$ cat config.mk
export PLATFORM = sky130hd
export DESIGN_NAME = alpha_mask_dilate_3x3
export DESIGN_NICKNAME = d
export VERILOG_FILES = /design/src/amd3_pkg.sv /design/src/alpha_mask_dilate_3x3.sv
export SDC_FILE = /design/constraint.sdc
export NUM_CORES = 2
export LEC_CHECK = 0
export ABC_AREA = 1
export ABC_CLOCK_PERIOD_IN_PS = 36400
export BUFFER_PORTS_ARGS = -buffer_cell sky130_fd_sc_hd__buf_2
export CORE_MARGIN = 2
export CORE_UTILIZATION = 64
export CTS_BUF_LIST = sky130_fd_sc_hd__clkbuf_16
export DETAILED_ROUTE_END_ITERATION = 10
export GPL_TIMING_DRIVEN = 1
export PLACE_DENSITY = 0.8
export SLEW_MARGIN = 20
export SYNTH_ARGS = -nofsm -noshare
export SYNTH_HDL_FRONTEND = slang
export SYNTH_SLANG_ARGS = --single-unit
$ cat constraint.sdc
create_clock -name clock -period 36.4 [get_ports clock]
set_input_delay 3.64 -clock clock [delete_from_list [all_inputs] [get_ports clock]]
set_output_delay 3.64 -clock clock [all_outputs]
set_load 0.05 [all_outputs]
$ cat src/amd3_pkg.sv
// Shared constants for the 3x3 alpha mask dilation block.
`timescale 1ns / 1ps

package amd3_pkg;

   // Register file layout
   localparam int CSR_IDX_W = 1;
   localparam int CSR_DATA_W = 16;
   localparam logic [CSR_IDX_W-1:0] CSR_IMAGE_WIDTH = 1'b0;
   localparam logic [CSR_IDX_W-1:0] CSR_IMAGE_HEIGHT = 1'b1;

   localparam int WIDTH_REG_W = 11;
   localparam int HEIGHT_REG_W = 16;
   localparam logic [WIDTH_REG_W-1:0] WIDTH_RESET = 11'd1024;
   localparam logic [HEIGHT_REG_W-1:0] HEIGHT_RESET = 16'd1;

   // Row counter saturates here
   localparam int ROW_W = 17;
   localparam logic [ROW_W-1:0] ROW_CAP = 17'h1FFFF;

   // Stream payload widths
   localparam int REQ_DATA_W = 8;
   localparam int RSP_DATA_W = 8;

   localparam int DEFAULT_MAX_WIDTH = 1024;

endpackage

$ cat src/alpha_mask_dilate_3x3.sv
// Top level: streaming 3x3 dilation of the alpha-nonzero mask of a raster image.
`timescale 1ns / 1ps

// Pixels come in raster order, one alpha byte per transaction (tuser = 0), and each
// result transaction says whether the output pixel is opaque (0xFF000000) or zero:
// opaque when any pixel of its 3x3 neighborhood has nonzero alpha, with pixels
// outside image_width x image_height counted as transparent. The result for a pixel
// leaves with the transaction that carries the pixel image_width + 1 positions later,
// so after the last pixel send image_width + 1 flush transactions (tuser = 1) to
// drain the image; the final result has tlast set, after which the next transaction
// starts a new image. Flush transactions inside the image are dropped. The block
// takes one transaction per clock unless the result side stalls: the position
// counters settle in the accepting cycle, the two line stores are read at that
// edge, and the window and result are formed in the next stage, with a result
// register toward the output side. After reset the line stores are swept to
// zero, one column per clock, so req_tready stays low until the sweep is done;
// configuration writes are taken during that sweep. Write image_width
// (index 0) and image_height (index 1) only while no results are pending.
module alpha_mask_dilate_3x3 #(
   parameter int MAX_WIDTH = amd3_pkg::DEFAULT_MAX_WIDTH
) (
   input  logic                              clock,
   input  logic                              reset,
   // pixel transactions
   input  logic                              req_tvalid,
   output logic                              req_tready,
   input  logic [amd3_pkg::REQ_DATA_W-1:0]   req_tdata,   // [7:0] alpha
   input  logic [0:0]                        req_tuser,   // [0] req_type: 1 = flush
   // result transactions
   output logic                              rsp_tvalid,
   input  logic                              rsp_tready,
   output logic [amd3_pkg::RSP_DATA_W-1:0]   rsp_tdata,   // [0] opaque, [7:1] zero
   output logic                              rsp_tlast,   // last_pixel
   // register writes
   input  logic                              csr_valid,
   output logic                              csr_ready,
   input  logic [amd3_pkg::CSR_IDX_W-1:0]    csr_index,
   input  logic [amd3_pkg::CSR_DATA_W-1:0]   csr_data
);
   import amd3_pkg::*;

   localparam int WW = $clog2(MAX_WIDTH + 1);      // holds 1..MAX_WIDTH
   localparam int CIW = $clog2(MAX_WIDTH);         // column index
   localparam int CW = (WW > WIDTH_REG_W) ? WW : WIDTH_REG_W;
   localparam int PW = WW + HEIGHT_REG_W;          // pixels per frame

   // ---------------------------------------------------------------- config
   logic [WIDTH_REG_W-1:0]  image_width_ff, image_width_in;
   logic [HEIGHT_REG_W-1:0] image_height_ff, image_height_in;

   assign csr_ready = 1'b1;

   always_comb begin
      image_width_in = image_width_ff;
      image_height_in = image_height_ff;
      if (csr_valid && csr_ready) begin
         case (csr_index)
            CSR_IMAGE_WIDTH:  image_width_in = csr_data[WIDTH_REG_W-1:0];
            CSR_IMAGE_HEIGHT: image_height_in = csr_data[HEIGHT_REG_W-1:0];
            default: ;
         endcase
      end
   end

   // Effective size: zero acts as one, width clamps to the line store
   logic [CW-1:0]           width_wide;
   logic [WW-1:0]           w_eff;
   logic [HEIGHT_REG_W-1:0] h_eff;
   logic [PW-1:0]           frame_size;

   always_comb begin
      width_wide = CW'(image_width_ff);
      if (width_wide == '0) begin
         w_eff = WW'(1);
      end else if (width_wide > CW'(MAX_WIDTH)) begin
         w_eff = WW'(MAX_WIDTH);
      end else begin
         w_eff = width_wide[WW-1:0];
      end
      h_eff = (image_height_ff == '0) ? HEIGHT_REG_W'(1) : image_height_ff;
      frame_size = PW'(w_eff) * PW'(h_eff);
   end

   function automatic logic [ROW_W-1:0] row_inc(input logic [ROW_W-1:0] r);
      return (r < ROW_CAP) ? r + ROW_W'(1) : r;
   endfunction

   // ---------------------------------------------------------------- clear sweep
   logic           clr_busy_ff, clr_busy_in;
   logic [CIW-1:0] clr_cnt_ff, clr_cnt_in;

   always_comb begin
      clr_busy_in = clr_busy_ff;
      clr_cnt_in = clr_cnt_ff;
      if (clr_busy_ff) begin
         clr_cnt_in = clr_cnt_ff + CIW'(1);
         if (clr_cnt_ff == CIW'(MAX_WIDTH - 1)) begin
            clr_busy_in = 1'b0;
            clr_cnt_in = '0;
         end
      end
   end

   // ---------------------------------------------------------------- stage 0: position
   logic [CIW-1:0]   col_ff, col_in;
   logic [ROW_W-1:0] row_ff, row_in;
   logic [PW-1:0]    cnt_ff, cnt_in;

   logic             acc, is_flush, wrap0, in_image, drop, end_row;
   logic [CIW-1:0]   c0, c1;
   logic [ROW_W-1:0] r0, r1;
   logic [WW-1:0]    ci_p1;
   logic [PW-1:0]    cnt_p1;
   logic             cur_new, top_en_new, mid_en_new, emit_new, last_new;

   // stage 1 control
   logic s1_valid_ff, s1_valid_in, s1_go, out_free;
   logic s1_emit_ff;

   assign out_free = !rsp_tvalid || rsp_tready;
   assign s1_go = s1_valid_ff && (!s1_emit_ff || out_free);
   assign req_tready = !clr_busy_ff && (!s1_valid_ff || s1_go);
   assign acc = req_tvalid && req_tready;
   assign is_flush = req_tuser[0];

   always_comb begin
      // a width lowered mid-row closes the row before this item
      wrap0 = WW'(col_ff) >= w_eff;
      c0 = wrap0 ? '0 : col_ff;
      r0 = wrap0 ? row_inc(row_ff) : row_ff;
      in_image = r0 < ROW_W'(h_eff);
      drop = is_flush && in_image;

      cur_new = in_image && (req_tdata != '0);
      top_en_new = r0 >= ROW_W'(2);
      mid_en_new = r0 != '0;
      emit_new = (r0 >= ROW_W'(2)) || ((r0 == ROW_W'(1)) && (c0 != '0));

      ci_p1 = WW'(c0) + WW'(1);
      end_row = ci_p1 >= w_eff;
      c1 = end_row ? '0 : ci_p1[CIW-1:0];
      r1 = end_row ? row_inc(r0) : r0;

      cnt_p1 = cnt_ff + PW'(1);
      last_new = emit_new && (cnt_p1 >= frame_size);

      col_in = col_ff;
      row_in = row_ff;
      cnt_in = cnt_ff;
      if (acc) begin
         if (drop) begin
            col_in = c0;
            row_in = r0;
         end else if (last_new) begin
            col_in = '0;
            row_in = '0;
            cnt_in = '0;
         end else begin
            col_in = c1;
            row_in = r1;
            if (emit_new) begin
               cnt_in = cnt_p1;
            end
         end
      end
   end

   // ---------------------------------------------------------------- line stores
   logic older_mem [MAX_WIDTH];
   logic prev_mem [MAX_WIDTH];

   logic           older_q_ff, prev_q_ff;
   logic           byp_ff, byp_in, byp_older_ff, byp_prev_ff;
   logic           mem_we, mem_older_wd, mem_prev_wd;
   logic [CIW-1:0] mem_waddr;
   logic           load_s1;

   assign load_s1 = acc && !drop;

   // stage 1 payload
   logic [CIW-1:0] s1_ci_ff;
   logic           s1_cur_ff, s1_top_en_ff, s1_mid_en_ff, s1_last_ff;

   logic           older_rd, prev_rd, top_bit, mid_bit;
   logic [2:0]     col3;
   logic [8:0]     win_ff, win_in, win_next;
   logic           opaque_new;

   always_comb begin
      older_rd = byp_ff ? byp_older_ff : older_q_ff;
      prev_rd = byp_ff ? byp_prev_ff : prev_q_ff;
      top_bit = s1_top_en_ff && older_rd;
      mid_bit = s1_mid_en_ff && prev_rd;
      col3 = {s1_cur_ff, mid_bit, top_bit};
      if (s1_ci_ff == '0) begin
         // center was the last column of its row: no right neighbor
         opaque_new = win_ff[8:3] != '0;
         win_next = {col3, 6'b0};
      end else begin
         win_next = {col3, win_ff[8:3]};
         opaque_new = win_next != '0;
      end
      win_in = win_ff;
      if (s1_go) begin
         win_in = s1_last_ff ? '0 : win_next;
      end

      mem_we = clr_busy_ff || s1_go;
      mem_waddr = clr_busy_ff ? clr_cnt_ff : s1_ci_ff;
      mem_older_wd = clr_busy_ff ? 1'b0 : mid_bit;
      mem_prev_wd = clr_busy_ff ? 1'b0 : s1_cur_ff;

      // read and write of the same column at one edge (width of one)
      byp_in = s1_go && (s1_ci_ff == c0);

      s1_valid_in = s1_valid_ff;
      if (load_s1) begin
         s1_valid_in = 1'b1;
      end else if (s1_go) begin
         s1_valid_in = 1'b0;
      end
   end

   always_ff @(posedge clock) begin
      if (mem_we) begin
         older_mem[mem_waddr] <= mem_older_wd;
         prev_mem[mem_waddr] <= mem_prev_wd;
      end
      if (load_s1) begin
         older_q_ff <= older_mem[c0];
         prev_q_ff <= prev_mem[c0];
      end
   end

   always_ff @(posedge clock) begin
      if (load_s1) begin
         byp_ff <= byp_in;
         byp_older_ff <= mem_older_wd;
         byp_prev_ff <= mem_prev_wd;
         s1_ci_ff <= c0;
         s1_cur_ff <= cur_new;
         s1_top_en_ff <= top_en_new;
         s1_mid_en_ff <= mid_en_new;
         s1_emit_ff <= emit_new;
         s1_last_ff <= last_new;
      end
   end

   // ---------------------------------------------------------------- result register
   logic rsp_valid_ff, rsp_valid_in, rsp_opaque_ff, rsp_last_ff;

   always_comb begin
      rsp_valid_in = rsp_valid_ff;
      if (s1_go && s1_emit_ff) begin
         rsp_valid_in = 1'b1;
      end else if (rsp_tready) begin
         rsp_valid_in = 1'b0;
      end
   end

   always_ff @(posedge clock) begin
      if (s1_go && s1_emit_ff) begin
         rsp_opaque_ff <= opaque_new;
         rsp_last_ff <= s1_last_ff;
      end
   end

   assign rsp_tvalid = rsp_valid_ff;
   assign rsp_tdata = {{(RSP_DATA_W - 1){1'b0}}, rsp_opaque_ff};
   assign rsp_tlast = rsp_last_ff;

   // ---------------------------------------------------------------- control registers
   always_ff @(posedge clock) begin
      if (reset) begin
         image_width_ff <= WIDTH_RESET;
         image_height_ff <= HEIGHT_RESET;
         clr_busy_ff <= 1'b1;
         clr_cnt_ff <= '0;
         col_ff <= '0;
         row_ff <= '0;
         cnt_ff <= '0;
         s1_valid_ff <= 1'b0;
         win_ff <= '0;
         rsp_valid_ff <= 1'b0;
      end else begin
         image_width_ff <= image_width_in;
         image_height_ff <= image_height_in;
         clr_busy_ff <= clr_busy_in;
         clr_cnt_ff <= clr_cnt_in;
         col_ff <= col_in;
         row_ff <= row_in;
         cnt_ff <= cnt_in;
         s1_valid_ff <= s1_valid_in;
         win_ff <= win_in;
         rsp_valid_ff <= rsp_valid_in;
      end
   end

`ifndef SYNTH
   // no pixel may enter while the line stores are being swept
   a_no_accept_in_sweep: assert property (@(posedge clock) disable iff (reset)
      clr_busy_ff |-> !req_tready)
      else $error("transaction accepted during line store sweep");

   // the frame-ending pixel rewinds the position counters
   a_frame_rewind: assert property (@(posedge clock) disable iff (reset)
      (acc && !drop && last_new) |=> (col_ff == '0 && row_ff == '0 && cnt_ff == '0))
      else $error("position not rewound after last pixel");

   // the window is empty when the next image starts
   a_window_cleared: assert property (@(posedge clock) disable iff (reset)
      (s1_go && s1_last_ff) |=> (win_ff == '0))
      else $error("window not cleared at end of image");

   // a frame-ending result shows up with tlast on the next cycle
   a_last_reaches_port: assert property (@(posedge clock) disable iff (reset)
      (s1_go && s1_emit_ff && s1_last_ff) |=> (rsp_tvalid && rsp_tlast))
      else $error("last pixel result not presented");
`endif

endmodule

==> metrics <==
setup TNS=0 ps; hold_buf cts=0; top-area cell type share of the netlist area=59.08%; Post-synth EDFFs=2070; CP arrival=10030 ps; Max Root-Sink Buffers=3; clock share of power=42.5%; Post-route DRC=2; All-Layer GR Usage=35.00%; period utilization=25.37%; Post-CTS Setup Inserts=0; Final setup viols=0; worst hold endpoint=win_ff[5]; most frequent cell on the critical path=nand2_1; Seq/Total Area, Yosys=60.98%; crit start category=flop; post-cts sizing count=0; Vias=78.92k; CP Capture Type=flop; drt total wl=296400 um; CTS tree=built; worst slew pin tran=1204 ps; R2R depth=32; Mapped Area=105200 um^2; 1st-iter DRT viols=12.73k; root buffer cell=clkbuf_16; Int Power=0.003901 W; clock-pin slew on the worst setup and hold paths=60 ps; filler instances=11.57k; leakage power=46.05 nW; top_reg_cell synth=edfxtp_1; worst vdd ir=0.05473 mV; largest net degree at the start of global routing=191; grt total ovfl=0; count leader, synth=edfxtp_1; Core Util, Final=69.32%; Die Y=409.5 um; core box area=163000 um^2; Pre-Repair DR Iteration Count=10; setup ws final=27160 ps; H-tree depth=4; die area=167700 um^2; reg2reg setup slack=27160 ps; power share of the combinational group=3.3%; max_slew headroom=19.73%; r2r endpoint=row_ff[7]; I/O pin count=43; WL/cell=23.46 um; first-pass GRT wire length=446600 um; # clock sinks=2170; DIE WIDTH=409.5 um; Layout Nets=10.58k; failing checks=DRC; fmax=108.3 MHz; PwrDens=44.09 nW/um^2; share of cells above drive strength 1=6.600%; gp weighted congestion=0.8957; Port Buffers=34; fin. max-slew vios=0; Hold Path Class=reg2reg; clk_skew=39.47 ps; RSZ-0062 raised after global routing=no; initial antenna violation count=6; standard-cell rows=148; Area contributors post-synth=edfxtp_1 59%, nand2_1 7.1%, nand3_1 6.7%; antenna viol nets, final=0; Worst path slowest cell=dfxtp_1; number of max-cap violations=0; Final Non-Filler Cells=12.63k; clk_lat worst skew=890 ps; Switching Share=21.69%; total power=0.004981 W; kind of critical path=reg2reg; Cells after Synth=10.65k; starting density of the core=64.57%; Post-synth top cells=2070 x edfxtp_1, 1982 x nand2_1, 1579 x nor2_1; status=finished with violations; Worst Hold Depth=2; Yosys top cell by area=edfxtp_1; vias in the first global route=77.50k; pre-CTS WS=27300 ps; launching point of the worst reg2reg path=image_width_ff[10]; via/cell ratio=6.246; Seq pwr share=54.2%; DP Wirelength=160600 um; Post-synth ARST share=0%; final hold violations=0; Final min period=9235 ps; CTS buffer count=212; crit-path max FO=126; Distinct cells, synth=55; Post-Place Cells=12.25k; Synth warnings=0; Psw=0.001080 W; HP Start=win_ff[5]; slowest stage delay, CP=950 ps; worst endpoint required time=37190 ps; Syn Area/Cell=9.882 um^2; synth-to-layout area growth=7.357%; #FFs+latches synth=2170
## sequential cells by signal, summed over array words and instances (netlist names), 6 cells and up
register         flops
s1_ci_ff            10
image_height_ff     16
clr_cnt_ff          10
cnt_ff              27
row_ff              17
older_mem         1024
image_width_ff      11
col_ff              10
prev_mem          1024
win_ff               6
## power by group through the flow
stage / clock, W / combinational [W] / sequential [W]
2_1_floorplan: 0 / 0.000111 / 0.00275
5_1_grt: 0.00222 / 0.000177 / 0.00270
3_3_place_gp: 0 / 0.000158 / 0.00275
3_5_place_dp: 0 / 0.000160 / 0.00275
6_report: 0.00212 / 0.000163 / 0.00270
4_1_cts: 0.00212 / 0.000161 / 0.00270
## metrics by stage
| step | cell area [um^2] | hold WS (ps) |
|---|---|---|
| final | 113000 | 477.2 |
| after floorplan | 105200 | 445.3 |
| after global placement | 106200 | 451.9 |
| after global routing | 113000 | 503.5 |
| after CTS | 112900 | 474.0 |
| after detailed placement | 106200 | 465.0 |
## critical path, delay by kind of cell (launching register included)
family	cells	cell delay [ps]
compound gates	5	910
fa+ha+maj	3	1030
buf+inv	7	2690
flops	1	950
simple gates	17	3530
## cells in the final DEF (no fill, tap or decap), drive strengths merged, types with 3 or more instances in the layout
cell type,Yosys,final
clkinv,9,105
conb,2,8
diode,0,4
nand4,49,49
o2111ai,102,102
nand2,1997,1997
edfxtp,2070,2070
bufinv,0,14
nor4,17,17
xor2,57,57
buf,334,165
ha,137,137
nand3,1421,1421
dfxtp,100,100
xnor2,12,12
nor2,1595,1595
a21oi,168,168
fa,125,125
clkinvlp,0,7
a31oi,5,5
nor3,62,62
o211ai,194,194
nand3b,210,210
inv,1141,1192
o21bai,7,7
clkbuf,412,214
or2,111,111
and3,3,3
o21ai,292,292
## worst max-delay path by stage
stage | end | slack, ps | startpoint | cells after the start
3_3_place_gp | row_ff[8] | 27470 | image_width_ff[10] | 33
4_1_cts | col_ff[7] | 27280 | image_width_ff[10] | 33
6_report | row_ff[7] | 27160 | image_width_ff[10] | 32
3_5_place_dp | row_ff[3] | 27300 | image_width_ff[10] | 33
2_1_floorplan | byp_older_ff | 7200 | byp_ff | 5
5_1_grt | row_ff[2] | 26370 | image_width_ff[10] | 34
## layer usage
metal / track usage (%) / share of wire [%]
met4: 17.62 / 5.3
met1: 45.02 / 36
met5: 0 / 0.016
met3: 7.672 / 13
met2: 56.40 / 46
## area by class of cell
type / instances / area [um^2] / area share, %
repair buffers: 165 / 1272 / 1.126
diodes: 4 / 10.01 / 0.008861
clock inverters: 168 / 1291 / 1.143
inverters: 1150 / 4354 / 3.855
clock buffers: 214 / 5355 / 4.741
flip-flops and latches: 2170 / 64170 / 56.81
multi-input cells: 6588 / 33790 / 29.91
well taps: 2175 / 2721 / 2.409
## cells by family after synthesis
kind of cell	share of synthesized area, %
compound gates	4.657
buf+inv	7.163
flops	60.98
fa+ha+maj	4.007
other cells	0.007137
xor+xnor	0.5744
simple gates	22.61
Power figures use the tool's default switching activity.
